### config.mk
export PLATFORM = sky130hd
export DESIGN_NAME = adn_div_cell
export DESIGN_NICKNAME = d
export VERILOG_FILES = /design/src/sv/adn_pkg.sv /design/src/sv/adn_div_cell.sv
export SDC_FILE = /design/constraint.sdc
export NUM_CORES = 1
export LEC_CHECK = 0
export BUFFER_PORTS_ARGS = -buffer_cell sky130_fd_sc_hd__buf_2
export CAP_MARGIN = 20
export CORE_MARGIN = 2
export CORE_UTILIZATION = 35
export DETAILED_ROUTE_END_ITERATION = 7
export PLACE_DENSITY_LB_ADDON = 0.25
export SLEW_MARGIN = 20
export SYNTH_ARGS = -nofsm -noshare
export SYNTH_HDL_FRONTEND = slang
export SYNTH_SLANG_ARGS = --single-unit
### constraint.sdc
create_clock -name clk -period 1 [get_ports clk]
set_input_delay 0.05 -clock clk [delete_from_list [all_inputs] [get_ports clk]]
set_output_delay 0.05 -clock clk [all_outputs]
set_load 0.01 [all_outputs]
### src/sv/adn_pkg.sv
// Shared types and constants for the axis dead band normalizer.
// No dependencies; imported by every module of the block.
package adn_pkg;

	localparam int REG_W   = 16;
	localparam int Q_BITS  = 16;
	localparam int DEN_W   = 32;
	localparam int IDX_W   = 3;

	localparam logic [IDX_W-1:0] REG_AXIS_MIN       = 3'd0;
	localparam logic [IDX_W-1:0] REG_AXIS_CENTER    = 3'd1;
	localparam logic [IDX_W-1:0] REG_AXIS_MAX       = 3'd2;
	localparam logic [IDX_W-1:0] REG_DEAD_BAND      = 3'd3;
	localparam logic [IDX_W-1:0] REG_SATURATE_POINT = 3'd4;

	localparam logic signed [15:0] FULL_POS = 16'sh7FFF;
	localparam logic signed [15:0] FULL_NEG = 16'sh8000;
	localparam logic [Q_BITS-1:0]  Q_MAX    = 16'h7FFF;

	typedef enum logic [1:0] {
		CLS_FAULT,
		CLS_ZERO,
		CLS_FULL,
		CLS_DIV
	} cls_t;

	typedef struct packed {
		logic [REG_W-1:0] axis_min;
		logic [REG_W-1:0] axis_center;
		logic [REG_W-1:0] axis_max;
		logic [REG_W-1:0] dead_band;
		logic [REG_W-1:0] saturate_point;
	} cfg_t;

	// one beat travelling down the divider chain
	typedef struct packed {
		logic              valid;
		cls_t              cls;
		logic              below;
		logic [DEN_W:0]    rem;
		logic [DEN_W-1:0]  den;
		logic [Q_BITS-1:0] quo;
	} div_beat_t;

endpackage

### src/sv/adn_div_cell.sv
// One restoring-division cell: resolves one quotient bit per beat.
// Depends on adn_pkg.
module adn_div_cell (
	input  logic               clk,
	input  logic               arst_n,
	input  logic               en,
	input  adn_pkg::div_beat_t beat_in,
	output adn_pkg::div_beat_t beat_out
);
	import adn_pkg::*;

	div_beat_t        beat_q;
	logic             ge;
	logic [DEN_W:0]   trial;

	always_comb begin
		ge    = beat_in.rem >= {1'b0, beat_in.den};
		trial = ge ? (beat_in.rem - {1'b0, beat_in.den}) : beat_in.rem;
	end

	// remainder after the trial is below den, so doubling fits
	always_ff @(posedge clk or negedge arst_n) begin
		if (!arst_n) begin
			beat_q <= '0;
		end else if (en) begin
			beat_q.valid <= beat_in.valid;
			beat_q.cls   <= beat_in.cls;
			beat_q.below <= beat_in.below;
			beat_q.den   <= beat_in.den;
			beat_q.rem   <= {trial[DEN_W-1:0], 1'b0};
			beat_q.quo   <= {beat_in.quo[Q_BITS-2:0], ge};
		end
	end

	assign beat_out = beat_q;

endmodule

==> results.md <==
- PwrDens: 1310 nW/um^2
- VDD IR-drop max: 0.000784 V
- Area grow syn2layout: 74.0%
- Grt ovf: 0
- Drt wl/cell: 15.9 microns
- Top FF cell, synth: dfrtp_1
- Count leader, synth: dfrtp_1
- Vias: 5772
- RSZ-0062 raised after global routing: true
- Clk slew on worst S/H paths: 0.07 ns
- Hold_sp: beat_in[59]
- Endpoints failing hold: 1
- Worst endpoint required time: 1.28 ns
- Clk buf depth: 2
- DRT Pass-1 Iters: 4
- CP Class: in -> reg
- CP startpoint: beat_in[51]
- Core area: 15300 sq um
- CP endpoint: beat_out[72]
- Worst reg2reg setup slack: 0.22 ns
- Drt drc: 0
- CTS tree: done
- Final setup violating endpoints: 33
- Synth area leader: dfrtp_1
- Clock share of power: 28.2%
- Cell Int Power: 8440 uW
- Max reg flops: 84
- Iteration-0 DRC count of the detailed router: 198
- Total global-route track usage: 22.5%
- Combinational power share: 39.3%
- EDFF count, synth: 0
- GR Util met3: 4.62%
- FF-to-FF path depth: 1
- Worst hold path class: in -> reg
- Hold slack: -0.00202 ns
- Yosys cell types: 63
- Setup TNS: -26.37 ns
- Synth Cell Area: 5510 sq um
- Synth top area share: 38.1%
- Cell leakage power: 0.00456 uW
- Seq pwr share: 32.4%
- Commonest cells in the netlist: 84 x dfrtp_1, 63 x a21oi_1, 51 x mux2_2
- CTS Buf Count: 9
- M2 GR Usage: 38.9%
- GP Congestion: 0.881
- Synth area leaders: dfrtp_1 38%, mux2_2 10%, ha_1 7.3%
- Die Height: 130 microns
- #FFs+latches synth: 84
- Vias in the first global route: 6080
- # IOs: 173
- Synthesized instance count: 589
- Post-layout min period: 1.89 ns
- Initial antenna violation count: 0
- Max Fclk: 528 MHz
- Antenna viol nets, final: 0
- Final Slew Violations: 0
- Final period util: 189%
- Final #Nets: 1079
- DIE AREA: 16800 sq um
- Hpwl dp: 13100 microns
- Die X: 130 microns
- Synthesis warning total: 0
- Grt met1 use: 27.8%
- RR Endpoint: beat_out[4]
- Worst slack at placement: -1.41 ns
- Std-Cell Rows: 45
- Status: complete, but fails checks
- Pin count of the biggest net entering global routing: 85
- CTS H-tree lvls: 3
- Arrival time at the worst endpoint: 2.17 ns
- Share of cells above drive strength 1: 54.5%
- Synth Net Count: 710
- First-pass GRT wire length: 29500 microns
- CTS root buf: clkbuf_16
- IO Port Bufs: 170
- Sw Ratio: 33.0%
- Sequential element share of the synthesized area: 38.1%
- CP startpoint kind: input pin
- CP endpoint kind: flip-flop
- Worst-case clock skew: 0 ns
- Switch Pwr: 4160 uW
- Failing checks: hold timing, setup timing
- # diodes: 0
- Asr flop ratio synth: 100%
- Clk sinks: 84
- Starting Density: 36.0%
- Routed WL: 18600 microns
- Filler Cell Count: 1348
- Drt via density: 4.92
- Setup WS post-layout: -0.893 ns
- Max-Cap Viols: 0
- Crit path max fanout: 6
- Clock latency on the worst-skew pair: 0.35 ns
- GRT Max-Usage Layer: met2
- Core Util, Final: 62.6%
- Worst reg2reg path startpoint: beat_out[4]
- Syn_area_per_cell: 9.36 sq um
## through the flow
stage          std cells  hold slack, ns  total power, uW  area [sq um]
5_1_grt             1174          0.0154            13300          9590
4_1_cts             1165         0.00125            12400          9280
6_report            1174        -0.00202            12600          9590
3_3_place_gp        1071           0.117             8140          7810
2_1_floorplan        589          -0.246             6410          5860
3_5_place_dp        1071           0.133             8220          7810
## worst max-delay path: stages
cell,delay (ns)
buf_4,0.13
ha_4,0.26
a21o_1,0.17
a21oi_2,0.19
a21oi_2,0.09
a211oi_2,0.30
o21ai_2,0.11
buf_4,0.16
a31oi_4,0.30
buf_6,0.20
nand2_2,0.05
a31oi_1,0.16
## cells by family (layout without fill, tap and decap cells)
kind of cell,count (synthesis),count (layout),synth area share (%)
DFF,84,84,38.1
xor gates and xnor gates,22,22,3.50
other,1,1,0.0680
and+or+nand+nor,142,142,12.0
muxes,71,71,14.0
AOI/OAI and AO/OA,156,156,18.5
adders and majority gates,33,33,7.63
buffers and inverters,80,454,6.17
## cell type report
cell class / instances / area, sq um / area share, %
multi-input cells: 425 / 3790 / 39.5
inverters: 46 / 198 / 2.06
flip-flops and latches: 84 / 2100 / 21.9
clock inverters: 7 / 81.3 / 0.848
repair buffers: 392 / 2930 / 30.6
well taps: 211 / 264 / 2.75
clock buffers: 9 / 225 / 2.35
## per-layer routing
metal	vias up	share of wire [%]
li1	2825	-
met2	161	51
met4	0	1.9
met5	-	0
met1	2758	43
met3	28	4.4
## what timing repair did
action | CTS | global route
buffers inserted | 21 | 10
cloned | 2 | 0
hold endpoints to repair | 138 | 0
pin swaps | 60 | 52
hold buffers | 55 | 0
gates resized for setup | 83 | 55
endpoints found under the setup margin | 33 | 33
## layout by cell type, fill, tap and decap left out, types with 29 or more instances in the layout
cell           count
inv_1             29
mux2_2            51
nor2_1            46
nand2_1           29
buf_2            151
dlygate4sd3_1     55
a21oi_1           44
dfrtp_1           84
buf_4            151
## worst min path at each step
stage / to / slack, ns / depth (start not counted)
3_3_place_gp: beat_out[27] / 0.12 / 2
5_1_grt: beat_out[57] / 0.02 / 3
4_1_cts: beat_out[75] / 0.001 / 3
3_5_place_dp: beat_out[60] / 0.13 / 2
6_report: beat_out[60] / -0.002 / 3
2_1_floorplan: beat_out[0] / -0.25 / 0
## power groups by stage
stage	clock network, uW	logic (uW)	registers, uW
after global placement	0	4020	4120
after detailed placement	0	4070	4150
after global routing	3770	5380	4140
final	3560	4960	4090
after floorplan	0	2040	4360
after CTS	3660	4690	4090
(Power assumes the default switching activity.)
