`src/sv/adn_pkg.sv`:
```
// Shared types and constants for the axis dead band normalizer.
// No dependencies; imported by every module of the block.
package adn_pkg;

	localparam int REG_W   = 16;
	localparam int Q_BITS  = 16;
	localparam int DEN_W   = 32;
	localparam int IDX_W   = 3;

	localparam logic [IDX_W-1:0] REG_AXIS_MIN       = 3'd0;
	localparam logic [IDX_W-1:0] REG_AXIS_CENTER    = 3'd1;
	localparam logic [IDX_W-1:0] REG_AXIS_MAX       = 3'd2;
	localparam logic [IDX_W-1:0] REG_DEAD_BAND      = 3'd3;
	localparam logic [IDX_W-1:0] REG_SATURATE_POINT = 3'd4;

	localparam logic signed [15:0] FULL_POS = 16'sh7FFF;
	localparam logic signed [15:0] FULL_NEG = 16'sh8000;
	localparam logic [Q_BITS-1:0]  Q_MAX    = 16'h7FFF;

	typedef enum logic [1:0] {
		CLS_FAULT,
		CLS_ZERO,
		CLS_FULL,
		CLS_DIV
	} cls_t;

	typedef struct packed {
		logic [REG_W-1:0] axis_min;
		logic [REG_W-1:0] axis_center;
		logic [REG_W-1:0] axis_max;
		logic [REG_W-1:0] dead_band;
		logic [REG_W-1:0] saturate_point;
	} cfg_t;

	// one beat travelling down the divider chain
	typedef struct packed {
		logic              valid;
		cls_t              cls;
		logic              below;
		logic [DEN_W:0]    rem;
		logic [DEN_W-1:0]  den;
		logic [Q_BITS-1:0] quo;
	} div_beat_t;

endpackage

```
`src/sv/adn_front.sv`:
```
// Front pipeline: side select, fraction compares and divider operands.
// Depends on adn_pkg.
module adn_front #(
	parameter int RAW_BITS = 16
) (
	input  logic                   clk,
	input  logic                   arst_n,
	input  logic                   en,
	input  logic                   in_valid,
	input  logic [RAW_BITS-1:0]    raw_value,
	input  adn_pkg::cfg_t          cfg,
	output adn_pkg::div_beat_t     beat
);
	import adn_pkg::*;

	localparam int NW = (RAW_BITS > REG_W) ? RAW_BITS : REG_W;
	localparam int SW = NW + 15;
	localparam int CW = (SW > DEN_W) ? SW : DEN_W;

	logic [NW-1:0] x_ext, c_ext, n_c;
	logic          below_c, dfault_c;
	logic [REG_W-1:0] d_c;

	logic             v_s1, below_s1, dfault_s1;
	logic [NW-1:0]    n_s1;
	logic [REG_W-1:0] d_s1;

	logic             v_s2, below_s2, dfault_s2;
	logic [SW-1:0]    scaled_s2;
	logic [DEN_W-1:0] hi_s2, lo_s2, den_s2;

	logic             v_s3, below_s3;
	cls_t             cls_s3;
	logic [DEN_W-1:0] r_s3, den_s3;

	logic [CW-1:0] scaled_w, hi_w, lo_w, diff_w;
	logic          gt_c, lt_c;
	cls_t          cls_c;
	logic [REG_W-1:0] span_c;

	// stage 1: side of center, distance and half travel
	always_comb begin
		x_ext   = NW'(raw_value);
		c_ext   = NW'(cfg.axis_center);
		below_c = x_ext < c_ext;
		n_c     = below_c ? (c_ext - x_ext) : (x_ext - c_ext);
		if (below_c) begin
			dfault_c = cfg.axis_min >= cfg.axis_center;
			d_c      = cfg.axis_center - cfg.axis_min;
		end else begin
			dfault_c = cfg.axis_max <= cfg.axis_center;
			d_c      = cfg.axis_max - cfg.axis_center;
		end
	end

	// stage 2 products; span only matters when saturate_point > dead_band
	assign span_c = cfg.saturate_point - cfg.dead_band;

	// stage 3: classify against the dead band and saturation thresholds
	always_comb begin
		scaled_w = CW'(scaled_s2);
		hi_w     = CW'(hi_s2);
		lo_w     = CW'(lo_s2);
		diff_w   = scaled_w - lo_w;
		gt_c     = scaled_w > hi_w;
		lt_c     = scaled_w < lo_w;
		priority if (dfault_s2)
			cls_c = CLS_FAULT;
		else if (gt_c)
			cls_c = CLS_FULL;
		else if (lt_c)
			cls_c = CLS_ZERO;
		else if (cfg.saturate_point == cfg.dead_band)
			cls_c = CLS_FAULT;
		else
			cls_c = CLS_DIV;
	end

	always_ff @(posedge clk or negedge arst_n) begin
		if (!arst_n) begin
			v_s1 <= 1'b0;
			v_s2 <= 1'b0;
			v_s3 <= 1'b0;
		end else if (en) begin
			v_s1 <= in_valid;
			v_s2 <= v_s1;
			v_s3 <= v_s2;
		end
	end

	always_ff @(posedge clk) begin
		if (en) begin
			below_s1  <= below_c;
			dfault_s1 <= dfault_c;
			n_s1      <= n_c;
			d_s1      <= d_c;

			below_s2  <= below_s1;
			dfault_s2 <= dfault_s1;
			scaled_s2 <= {n_s1, 15'b0};
			hi_s2     <= DEN_W'(cfg.saturate_point) * DEN_W'(d_s1);
			lo_s2     <= DEN_W'(cfg.dead_band) * DEN_W'(d_s1);
			den_s2    <= DEN_W'(span_c) * DEN_W'(d_s1);

			below_s3  <= below_s2;
			cls_s3    <= cls_c;
			r_s3      <= diff_w[DEN_W-1:0];
			den_s3    <= den_s2;
		end
	end

	always_comb begin
		beat.valid = v_s3;
		beat.cls   = cls_s3;
		beat.below = below_s3;
		beat.rem   = {1'b0, r_s3};
		beat.den   = den_s3;
		beat.quo   = '0;
	end

endmodule

```
`config.mk`:
```
export PLATFORM = sky130hd
export DESIGN_NAME = adn_front
export DESIGN_NICKNAME = d
export VERILOG_FILES = /design/src/sv/adn_pkg.sv /design/src/sv/adn_front.sv
export SDC_FILE = /design/constraint.sdc
export NUM_CORES = 2
export LEC_CHECK = 0
export BUFFER_PORTS_ARGS = -buffer_cell sky130_fd_sc_hd__buf_2
export CORE_ASPECT_RATIO = 2
export CORE_MARGIN = 3
export CORE_UTILIZATION = 65
export DETAILED_ROUTE_END_ITERATION = 8
export GPL_TIMING_DRIVEN = 0
export PLACE_DENSITY = 0.84
export SLEW_MARGIN = 20
export SYNTH_ARGS = -nofsm -noshare
export SYNTH_HDL_FRONTEND = slang
export SYNTH_SLANG_ARGS = --single-unit
export TNS_END_PERCENT = 1
```
`constraint.sdc`:
```
create_clock -name clk -period 8 [get_ports clk]
set_clock_uncertainty 0.15 [all_clocks]
set_input_delay 0 -clock clk [delete_from_list [all_inputs] [get_ports clk]]
set_output_delay 0 -clock clk [all_outputs]
set_load 0.1 [all_outputs]
```
==> flow_metrics.py <==
metrics = {
    "logic_synthesis": {
        "synth_warnings": 0,
        "syn_inst": 3971,
        "yosysUniqueCellTypes": 88,
        "synth-edff-count": 215,
        "syn-cell-area_um2": 37500,
        "yosysSeqAreaShare": 0.174,
        "syn_avg_cell_area_um2": 9.45,
        "synth-seq-cells": 218,
        "async_flop_share": 0.0138,
        "ys.flop_type": "edfxtp_1",
    },
    "setup_path": {
        "critPathMaxStageDelay_ns": 0.86,
        "worst-endpoint-required_ns": 8.16,
        "criticalPathCategory": "reg -> reg",
        "cp.arrival_ns": 8.05,
        "crit_family": "adder cells",
        "critPathLaunchType": "flip-flop",
        "critPathBufInv": 6,
        "critPathMaxFanout": 10,
        "cp_cell_sequence": "clkbuf_1, clkbuf_1, nand2_1, fa_1, fa_1, inv_1, fa_1, inv_1, fa_1, fa_1, inv_1, fa_1, ha_1, clkbuf_1, a21o_1, a21o_1, a21oi_1, nor2_1, a211oi_2, o221ai_1, a21oi_1, xnor2_1",
        "critPathMostFrequentCell": "fa_1",
        "end_kind": "flip-flop",
        "cpMaxStageDelayCell": "clkbuf_1",
    },
    "timing": {
        "rsz0062_at_grt": "false",
        "clock.fmax_mhz": 127,
        "worstMarginPinSlew_ns": 1.20,
        "slew_viol_final": 0,
        "setup_viol": 0,
        "fin_crit_sh": 0.986,
        "hold_viol_final": 0,
        "period_needed_ns": 7.89,
        "fin_tns_setup_ns": 0,
        "slew_headroom": 0.197,
        "holdWs_ns": 0.0487,
    },
    "cts": {
        "clock_path_buffers": 3,
        "cts_made_buffers": 23,
        "root_buffer": "clkbuf_16",
        "clk_pin_slew_worst_paths_ns": 0.08,
        "cts_tree": "yes",
        "cts_sinks": 218,
        "htree_num_levels": 1,
        "clk_latency_ns": 0.57,
    },
    "detailed_routing": {
        "wl_um": 115000,
        "first_pass_iters": 9,
        "wl_per_cell_um": 22.9,
        "via_per_inst": 5.99,
        "vias": 29917,
        "drt_iter0_drc": 2283,
        "drtAntennaViolNets": 0,
        "drc": 2,
    },
    "hold_path": {
        "hold_class": "in -> reg",
    },
    "die": {
        "ios": 185,
        "start_util": 0.658,
        "fp.coreArea_um2": 57100,
        "fp.dieH_um": 346,
        "die-area_um2": 60900,
        "fp.dieW_um": 176,
        "num_rows": 124,
    },
    "layout": {
        "fin_nets": 5324,
        "fin_cells": 4996,
        "drive_above_1_share": 0.0745,
        "final_util": 0.715,
        "syn_to_final_growth_pct": 8.78,
    },
    "global_routing": {
        "grt_max_degree": 91,
        "grt_usage": 0.384,
        "globalRouteOverflowTotal": 0,
        "antenna_found_initial": 8,
        "grt_pass1_vias": 31884,
        "grt_pass1_wl_um": 175000,
    },
    "run_status": {
        "violations": "design-rule violations",
        "outcome": "finished with violations",
    },
    "placed_design": {
        "hpwl_um": 93500,
        "dp_cells": 4912,
        "gp_congestion": 1.02,
        "port-buffer-count": 167,
    },
    "job": {
        "drv_cap": 0,
    },
}
-- metrics by stage --
stage | setup WS, ns | area (um^2)
3_5_place_dp | -1.41 | 39400
5_1_grt | 0.000216 | 40800
6_report | 0.111 | 40800
4_1_cts | 0.00525 | 40700
3_3_place_gp | -1.33 | 39400
2_1_floorplan | 0.603 | 37600
-- per-layer routing --
layer,global-route usage,part of all wire,vias up,wire [um]
li1,-,-,12975,-
met1,0.370,0.30,14525,34300
met2,0.641,0.48,1659,55500
met3,0.0894,0.080,756,9170
met4,0.397,0.14,2,15600
met5,0,0.000096,-,11
-- area by class of cell --
type,instances,area (um^2)
fill,4438,16300
clock inverter,15,171
sequential,218,6530
inverter,774,2910
multi-input combinational,2821,27600
antenna,9,22.5
clock buffer,27,591
tap,756,946
buffer,162,743
timing repair buffer,214,1340
-- final timing paths --
path	start	end	slack (ns)	cells after the start
min	cfg[79]	dfault_s1$_DFFE_PP_	0.05	6
max in group asynchronous	arst_n	v_s1$_DFFE_PN0P_	7.39	3
min in group asynchronous	arst_n	v_s2$_DFFE_PN0P_	0.16	3
max	d_s1[12]$_DFFE_PP_	hi_s2[31]$_DFFE_PP_	0.11	22
min reg2reg	dfault_s1$_DFFE_PP_	dfault_s2$_DFFE_PP_	0.27	0
max reg2reg	d_s1[12]$_DFFE_PP_	hi_s2[31]$_DFFE_PP_	0.11	22
-- Yosys cell counts, drive strengths merged (37+ instances only) --
cell type | instances | area share
a21o | 65 | 0.013
a21oi | 159 | 0.021
and2 | 314 | 0.052
clkbuf | 145 | 0.014
edfxtp | 215 | 0.17
fa | 587 | 0.31
ha | 423 | 0.14
inv | 774 | 0.077
nand2 | 513 | 0.051
nand2b | 37 | 0.0062
nand3 | 42 | 0.0059
nor2 | 98 | 0.0098
nor2b | 47 | 0.0080
o21ai | 95 | 0.013
xnor2 | 97 | 0.023
xor2 | 61 | 0.014
-- sequential cells by signal, summed over array words and instances, names as in the netlist --
register	count
below_s2	1
dfault_s2	1
below_s3	1
dfault_s1	1
scaled_s2	16
lo_s2	32
den_s2	32
cls_s3	2
den_s3	32
d_s1	16
v_s3	1
v_s2	1
r_s3	32
hi_s2	32
below_s1	1
v_s1	1
n_s1	16
-- kinds of logic after synthesis --
group,Yosys count,synth area share
compound gates,475,0.0832
mux,11,0.00303
other cells,1,0.0000999
simple gates,1150,0.152
buf+inv,948,0.0973
xor+xnor,158,0.0369
flops,218,0.174
fa+ha+maj,1010,0.454
-- tightest hold or removal path: cells and delay by family --
kind	cells	cell delay [ns]
AO/OA/AOI/OAI	3	0.24
adder cells (fa/ha/maj)	1	0.18
buffers and inverters	2	0.16
-- layout by cell type, fill, tap and decap left out, types with 8 or more instances in the layout --
cell type	count
clkbuf_1	122
a21oi_1	155
nor2_1	98
o211ai_1	11
o21a_1	17
clkbuf_4	8
nor3_1	17
o21ai_1	14
clkbuf_16	23
inv_1	773
a211oi_1	15
a21o_1	65
ha_1	423
diode_2	9
nand3_1	41
a31oi_1	17
xor2_1	57
fa_1	587
xnor2_1	90
o21bai_1	14
conb_1	17
mux2i_1	8
buf_4	32
nand2b_1	37
and3_1	14
nand4_1	25
a211o_1	8
nor2b_1	46
clkbuf_2	10
or3_1	9
edfxtp_1	215
and2_1	314
buf_2	166
dlygate4sd3_1	35
o21ai_0	81
nand2_1	512
-- timing repair --
action / CTS / global route
buffers inserted: 2 / 8
resized for setup: 25 / 37
hold buffers: 35 / 0
pin swaps: 1 / 6
endpoints found under the setup margin: 18 / 18
endpoints found under the hold margin: 75 / 0
Power is not shown: default switching activity piles up to over one toggle a cycle in this logic, so the estimate is an artifact.
