<file path="src/sv/adn_pkg.sv">
// Shared types and constants for the axis dead band normalizer.
// No dependencies; imported by every module of the block.
package adn_pkg;

	localparam int REG_W   = 16;
	localparam int Q_BITS  = 16;
	localparam int DEN_W   = 32;
	localparam int IDX_W   = 3;

	localparam logic [IDX_W-1:0] REG_AXIS_MIN       = 3'd0;
	localparam logic [IDX_W-1:0] REG_AXIS_CENTER    = 3'd1;
	localparam logic [IDX_W-1:0] REG_AXIS_MAX       = 3'd2;
	localparam logic [IDX_W-1:0] REG_DEAD_BAND      = 3'd3;
	localparam logic [IDX_W-1:0] REG_SATURATE_POINT = 3'd4;

	localparam logic signed [15:0] FULL_POS = 16'sh7FFF;
	localparam logic signed [15:0] FULL_NEG = 16'sh8000;
	localparam logic [Q_BITS-1:0]  Q_MAX    = 16'h7FFF;

	typedef enum logic [1:0] {
		CLS_FAULT,
		CLS_ZERO,
		CLS_FULL,
		CLS_DIV
	} cls_t;

	typedef struct packed {
		logic [REG_W-1:0] axis_min;
		logic [REG_W-1:0] axis_center;
		logic [REG_W-1:0] axis_max;
		logic [REG_W-1:0] dead_band;
		logic [REG_W-1:0] saturate_point;
	} cfg_t;

	// one beat travelling down the divider chain
	typedef struct packed {
		logic              valid;
		cls_t              cls;
		logic              below;
		logic [DEN_W:0]    rem;
		logic [DEN_W-1:0]  den;
		logic [Q_BITS-1:0] quo;
	} div_beat_t;

endpackage

</file>
<file path="src/sv/adn_out.sv">
// Result formatting and output register with skid slot.
// Depends on adn_pkg.
module adn_out (
	input  logic               clk,
	input  logic               arst_n,
	input  adn_pkg::div_beat_t beat,
	output logic               up_ready,
	output logic               out_valid,
	input  logic               out_ready,
	output logic signed [15:0] axis_value,
	output logic               fault
);
	import adn_pkg::*;

	logic signed [15:0] val_c, val_q, skid_val_q;
	logic               flt_c, flt_q, skid_flt_q;
	logic               out_v_q, skid_v_q, up_fire;

	always_comb begin
		flt_c = 1'b0;
		unique case (beat.cls)
			CLS_FAULT: begin
				val_c = '0;
				flt_c = 1'b1;
			end
			CLS_ZERO: val_c = '0;
			CLS_FULL: val_c = beat.below ? FULL_NEG : FULL_POS;
			CLS_DIV: begin
				if (beat.below)
					val_c = -$signed(beat.quo);
				else
					val_c = (beat.quo > Q_MAX) ? FULL_POS : $signed(beat.quo);
			end
			default: val_c = '0;
		endcase
	end

	assign up_ready = !skid_v_q;
	assign up_fire  = beat.valid && !skid_v_q;

	always_ff @(posedge clk or negedge arst_n) begin
		if (!arst_n) begin
			out_v_q  <= 1'b0;
			skid_v_q <= 1'b0;
		end else if (!out_v_q || out_ready) begin
			if (skid_v_q) begin
				out_v_q  <= 1'b1;
				skid_v_q <= 1'b0;
			end else begin
				out_v_q  <= up_fire;
			end
		end else if (up_fire) begin
			skid_v_q <= 1'b1;
		end
	end

	always_ff @(posedge clk) begin
		if (!out_v_q || out_ready) begin
			if (skid_v_q) begin
				val_q <= skid_val_q;
				flt_q <= skid_flt_q;
			end else if (up_fire) begin
				val_q <= val_c;
				flt_q <= flt_c;
			end
		end else if (up_fire) begin
			skid_val_q <= val_c;
			skid_flt_q <= flt_c;
		end
	end

	assign out_valid  = out_v_q;
	assign axis_value = val_q;
	assign fault      = flt_q;

endmodule

</file>
<file path="config.mk">
export PLATFORM = sky130hd
export DESIGN_NAME = adn_out
export DESIGN_NICKNAME = d
export VERILOG_FILES = /design/src/sv/adn_pkg.sv /design/src/sv/adn_out.sv
export SDC_FILE = /design/constraint.sdc
export NUM_CORES = 1
export LEC_CHECK = 0
export BUFFER_PORTS_ARGS = -buffer_cell sky130_fd_sc_hd__buf_2
export CORE_MARGIN = 2
export CORE_UTILIZATION = 48
export DETAILED_ROUTE_END_ITERATION = 12
export PLACE_DENSITY_LB_ADDON = 0.15
export SLEW_MARGIN = 20
export SYNTH_ARGS = -nofsm -noshare
export SYNTH_HDL_FRONTEND = slang
export SYNTH_SLANG_ARGS = --single-unit
</file>
<file path="constraint.sdc">
create_clock -name clk -period 6.2 [get_ports clk]
set_input_delay 0.62 -clock clk [delete_from_list [all_inputs] [get_ports clk]]
set_output_delay 0.62 -clock clk [all_outputs]
set_load 0.01 [all_outputs]
</file>
==> impl_metrics.xml <==
<?xml version="1.0" encoding="UTF-8"?>
<metrics>
  <group name="run_status">
    <metric name="run_status" unit="">finished, final reports clean</metric>
  </group>
  <group name="global_routing">
    <metric name="antenna_violations_before_repair" unit="">0</metric>
    <metric name="grt.overflow.total" unit="">0</metric>
    <metric name="first_global_vias" unit="">1455</metric>
    <metric name="grt_start_max_net_pins" unit="">22</metric>
    <metric name="grt_pass1_wl" unit="mm">7.20</metric>
    <metric name="groute.usage.overall" unit="">0.213</metric>
  </group>
  <group name="pwr">
    <metric name="finalPower" unit="mW">0.536</metric>
    <metric name="cellInternalPower" unit="mW">0.401</metric>
    <metric name="ir_drop" unit="mV">0.0797</metric>
    <metric name="static-leakage-power" unit="nW">0.843</metric>
    <metric name="clockPowerShare" unit="">0.286</metric>
    <metric name="relative_contribution_of_combinational_cells_to_total_power" unit="">0.163</metric>
    <metric name="power-per-cell-area" unit="mW/mm²">236</metric>
    <metric name="seqPwrFrac" unit="">0.551</metric>
    <metric name="power.switching_fraction" unit="">0.251</metric>
    <metric name="total_switching_power" unit="mW">0.135</metric>
  </group>
  <group name="worst_setup_path">
    <metric name="critical_path_arrival" unit="ns">2.42</metric>
    <metric name="timing.critical_path.required" unit="ns">6.36</metric>
    <metric name="largest_fanout_of_any_net_on_the_critical_path" unit="">6</metric>
    <metric name="timing_worst_setup_path_type" unit="">input pin to register</metric>
    <metric name="cpPeakStageDelay" unit="ns">0.80</metric>
    <metric name="critPathCaptureType" unit="">register</metric>
    <metric name="start_kind" unit="">input pin</metric>
    <metric name="timing.critical_path.cells" unit="">buf_2 &gt; nor4_1 &gt; a21boi_0 &gt; o31ai_1 &gt; mux2_2</metric>
    <metric name="critical_path.slowest_cell" unit="">sky130_fd_sc_hd__nor4_1</metric>
  </group>
  <group name="synthesis">
    <metric name="post_synth.cell_area_avg" unit="µm²">10.6</metric>
    <metric name="async_flop_share" unit="">0.0556</metric>
    <metric name="synth-seq-cells" unit="">36</metric>
    <metric name="synth-seq-area-share" unit="">0.550</metric>
    <metric name="synthesis.instances" unit="">184</metric>
    <metric name="synth_edf_count" unit="">34</metric>
    <metric name="ys.flop_type" unit="">sky130_fd_sc_hd__edfxtp_1</metric>
    <metric name="syn_warnings" unit="">0</metric>
    <metric name="synth.distinct_cells" unit="">48</metric>
    <metric name="post_synthesis_instance_area" unit="mm²">0.00195</metric>
    <metric name="syn_nets" unit="">273</metric>
  </group>
  <group name="placement">
    <metric name="detailedPlace.worstSlack" unit="ns">3.70</metric>
    <metric name="placement.io_buffers" unit="">41</metric>
    <metric name="place_congestion" unit="">0.941</metric>
    <metric name="dp.final_hpwl" unit="mm">3.25</metric>
  </group>
  <group name="sta">
    <metric name="period_minus_slack" unit="ns">2.27</metric>
    <metric name="max_slew_margin" unit="">0.383</metric>
    <metric name="finClkSkew" unit="ns">0.00703</metric>
    <metric name="final.hold.worst_slack" unit="ns">0.113</metric>
    <metric name="fin_setup_tns" unit="ns">0</metric>
    <metric name="unrepaired_setup_endpoints_after_global_routing" unit="">false</metric>
    <metric name="upper_clock_frequency_limit" unit="GHz">0.441</metric>
    <metric name="timing.final.ws_setup" unit="ns">3.93</metric>
    <metric name="setup_viol_count_final" unit="">0</metric>
    <metric name="worst_pin_slew" unit="ns">0.916</metric>
    <metric name="hold_violation_count_in_the_final_report" unit="">0</metric>
    <metric name="max_slew_violation_count" unit="">0</metric>
    <metric name="period_share" unit="">0.366</metric>
  </group>
  <group name="final_layout">
    <metric name="antenna_cells_inserted" unit="">0</metric>
    <metric name="multi_input_comb_area" unit="µm²">821</metric>
    <metric name="sequential_cell_area" unit="mm²">0.00107</metric>
    <metric name="area_growth_syn_to_layout" unit="%">16.7</metric>
    <metric name="nets" unit="">313</metric>
    <metric name="layout.cells.most_common_list" unit="">41 x sky130_fd_sc_hd__buf_2, 34 x sky130_fd_sc_hd__edfxtp_1, 21 x sky130_fd_sc_hd__nor2_1</metric>
    <metric name="num-fill-cells" unit="">346</metric>
    <metric name="mostFrequentLayoutCell" unit="">sky130_fd_sc_hd__buf_2</metric>
    <metric name="layout_cell_share_with_drive_strength_beyond_1" unit="">0.271</metric>
  </group>
  <group name="die">
    <metric name="effective_utilization_at_floorplan" unit="">0.493</metric>
    <metric name="die_height" unit="µm">67.7</metric>
    <metric name="die_width" unit="µm">67.7</metric>
    <metric name="die_area" unit="mm²">0.00458</metric>
    <metric name="std_cell_rows" unit="">23</metric>
    <metric name="io_pins" unit="">107</metric>
    <metric name="coreArea" unit="mm²">0.00394</metric>
  </group>
  <group name="job">
    <metric name="cap_viol_max_count" unit="">0</metric>
  </group>
  <group name="route">
    <metric name="wl_per_cell" unit="µm">15.9</metric>
    <metric name="drt_wl_total" unit="mm">4.38</metric>
    <metric name="drt-pass1-iter-count" unit="">4</metric>
    <metric name="post_drt_via_cell_ratio" unit="">5.78</metric>
    <metric name="ant_nets" unit="">0</metric>
    <metric name="post-route-drc-count" unit="">0</metric>
    <metric name="initialDrtViolationCount" unit="">130</metric>
    <metric name="dr_total_vias" unit="">1590</metric>
  </group>
  <group name="clocking">
    <metric name="cts_tree" unit="">built</metric>
    <metric name="worst_skew_pair.late_latency" unit="ns">0.28</metric>
    <metric name="clkSinkCount" unit="">36</metric>
    <metric name="cts_htree_levels" unit="">2</metric>
    <metric name="clock_buffers_created_by_tritoncts" unit="">5</metric>
    <metric name="cts_hold_buffers" unit="">0</metric>
    <metric name="cts-root-to-sink-buffers" unit="">2</metric>
    <metric name="post_cts_buffers" unit="">0</metric>
    <metric name="clk_transition_reported_paths" unit="ns">0.07</metric>
    <metric name="cts-resized-gates" unit="">0</metric>
    <metric name="cts_root_buffer_type" unit="">sky130_fd_sc_hd__clkbuf_8</metric>
  </group>
  <group name="worst_hold_path">
    <metric name="holdCritPathClass" unit="">input pin to asynchronous set/reset pin</metric>
  </group>
</metrics>
==> synthesized netlist by cell type, types with 2 or more instances <==
master	number	share of area
sky130_fd_sc_hd__a21oi_1	10	0.026
sky130_fd_sc_hd__edfxtp_1	34	0.52
sky130_fd_sc_hd__or3_1	2	0.0064
sky130_fd_sc_hd__or3b_2	2	0.0090
sky130_fd_sc_hd__a21boi_0	2	0.0077
sky130_fd_sc_hd__nand2b_1	2	0.0064
sky130_fd_sc_hd__nor2_1	21	0.041
sky130_fd_sc_hd__o211ai_1	4	0.015
sky130_fd_sc_hd__nand4_1	3	0.0096
sky130_fd_sc_hd__a311o_1	2	0.010
sky130_fd_sc_hd__o21ai_1	4	0.010
sky130_fd_sc_hd__nor3b_1	3	0.012
sky130_fd_sc_hd__nor2b_1	2	0.0064
sky130_fd_sc_hd__dfrtp_1	2	0.026
sky130_fd_sc_hd__o21ai_0	8	0.021
sky130_fd_sc_hd__or4_1	3	0.012
sky130_fd_sc_hd__nand3_1	3	0.0077
sky130_fd_sc_hd__inv_1	4	0.0077
sky130_fd_sc_hd__nor3_1	7	0.018
sky130_fd_sc_hd__mux2_2	5	0.029
sky130_fd_sc_hd__nor4_1	5	0.016
sky130_fd_sc_hd__clkbuf_1	7	0.014
sky130_fd_sc_hd__o31ai_1	7	0.027
sky130_fd_sc_hd__nand2_1	18	0.035
==> cells by family after synthesis <==
logic type      Yosys count  synth area share
simple gates             78             0.208
compound gates           48             0.169
flops                    36             0.550
buf+inv                  15            0.0302
mux                       6            0.0367
fa+ha+maj                 1           0.00643
==> stage by stage <==
step                cells  cell area [µm²]   util
finish                275             2270  0.576
global route          275             2270  0.576
CTS                   275             2270  0.576
detailed placement    267             2190  0.555
global placement      267             2190  0.555
floorplan             184             1950      -
==> worst max-delay path: cells and delay by family <==
family | cells | cell delay (ns)
AND/OR/NAND/NOR | 1 | 0.80
buffers and inverters | 1 | 0.13
multiplexers | 1 | 0.23
AO/OA/AOI/OAI | 2 | 0.65
==> worst paths after layout <==
kind / slack (ns) / startpoint / to / cells past startpoint
setup / recovery: 3.93 / beat[6] / axis_value[10]$_DFFE_PP_ / 5
hold / removal: 0.11 / arst_n / out_valid$_DFFE_PN0N_ / 1
setup reg to reg: 4.35 / skid_v_q$_DFFE_PN0P_ / axis_value[0]$_DFFE_PP_ / 1
hold reg to reg: 0.53 / skid_val_q[7]$_DFFE_PP_ / axis_value[7]$_DFFE_PP_ / 2
min in group clk: 0.53 / skid_val_q[7]$_DFFE_PP_ / axis_value[7]$_DFFE_PP_ / 2
max in group asynchronous: 5.99 / arst_n / skid_v_q$_DFFE_PN0P_ / 1
==> registers in the layout, summed over array words and instances, names as in the netlist <==
register	cells
out_valid	1
skid_v_q	1
skid_val_q	16
skid_flt_q	1
axis_value	16
fault	1
==> final cells by class <==
cell class | count | share of cell area
Clock buffer | 7 | 0.0336
Clock inverter | 1 | 0.00220
Tap cell | 50 | 0.0275
Sequential cell | 36 | 0.472
Inverter | 6 | 0.00992
Multi-Input combinational cell | 133 | 0.361
Timing Repair Buffer | 42 | 0.0937
==> layer usage <==
layer  track usage  share of wire
met1         0.311           0.45
met4        0.0612              0
met2         0.320           0.47
met3        0.0417          0.081
met5             0              0
==> power groups by stage <==
stage                     clock network (mW)  logic, mW  registers, mW
after floorplan                            0     0.0470          0.304
after global placement                     0     0.0844          0.300
after detailed placement                   0     0.0870          0.301
after CTS                              0.158     0.0873          0.295
after global routing                   0.166     0.0976          0.297
final                                  0.153     0.0873          0.295
Power figures use the tool's default switching activity.
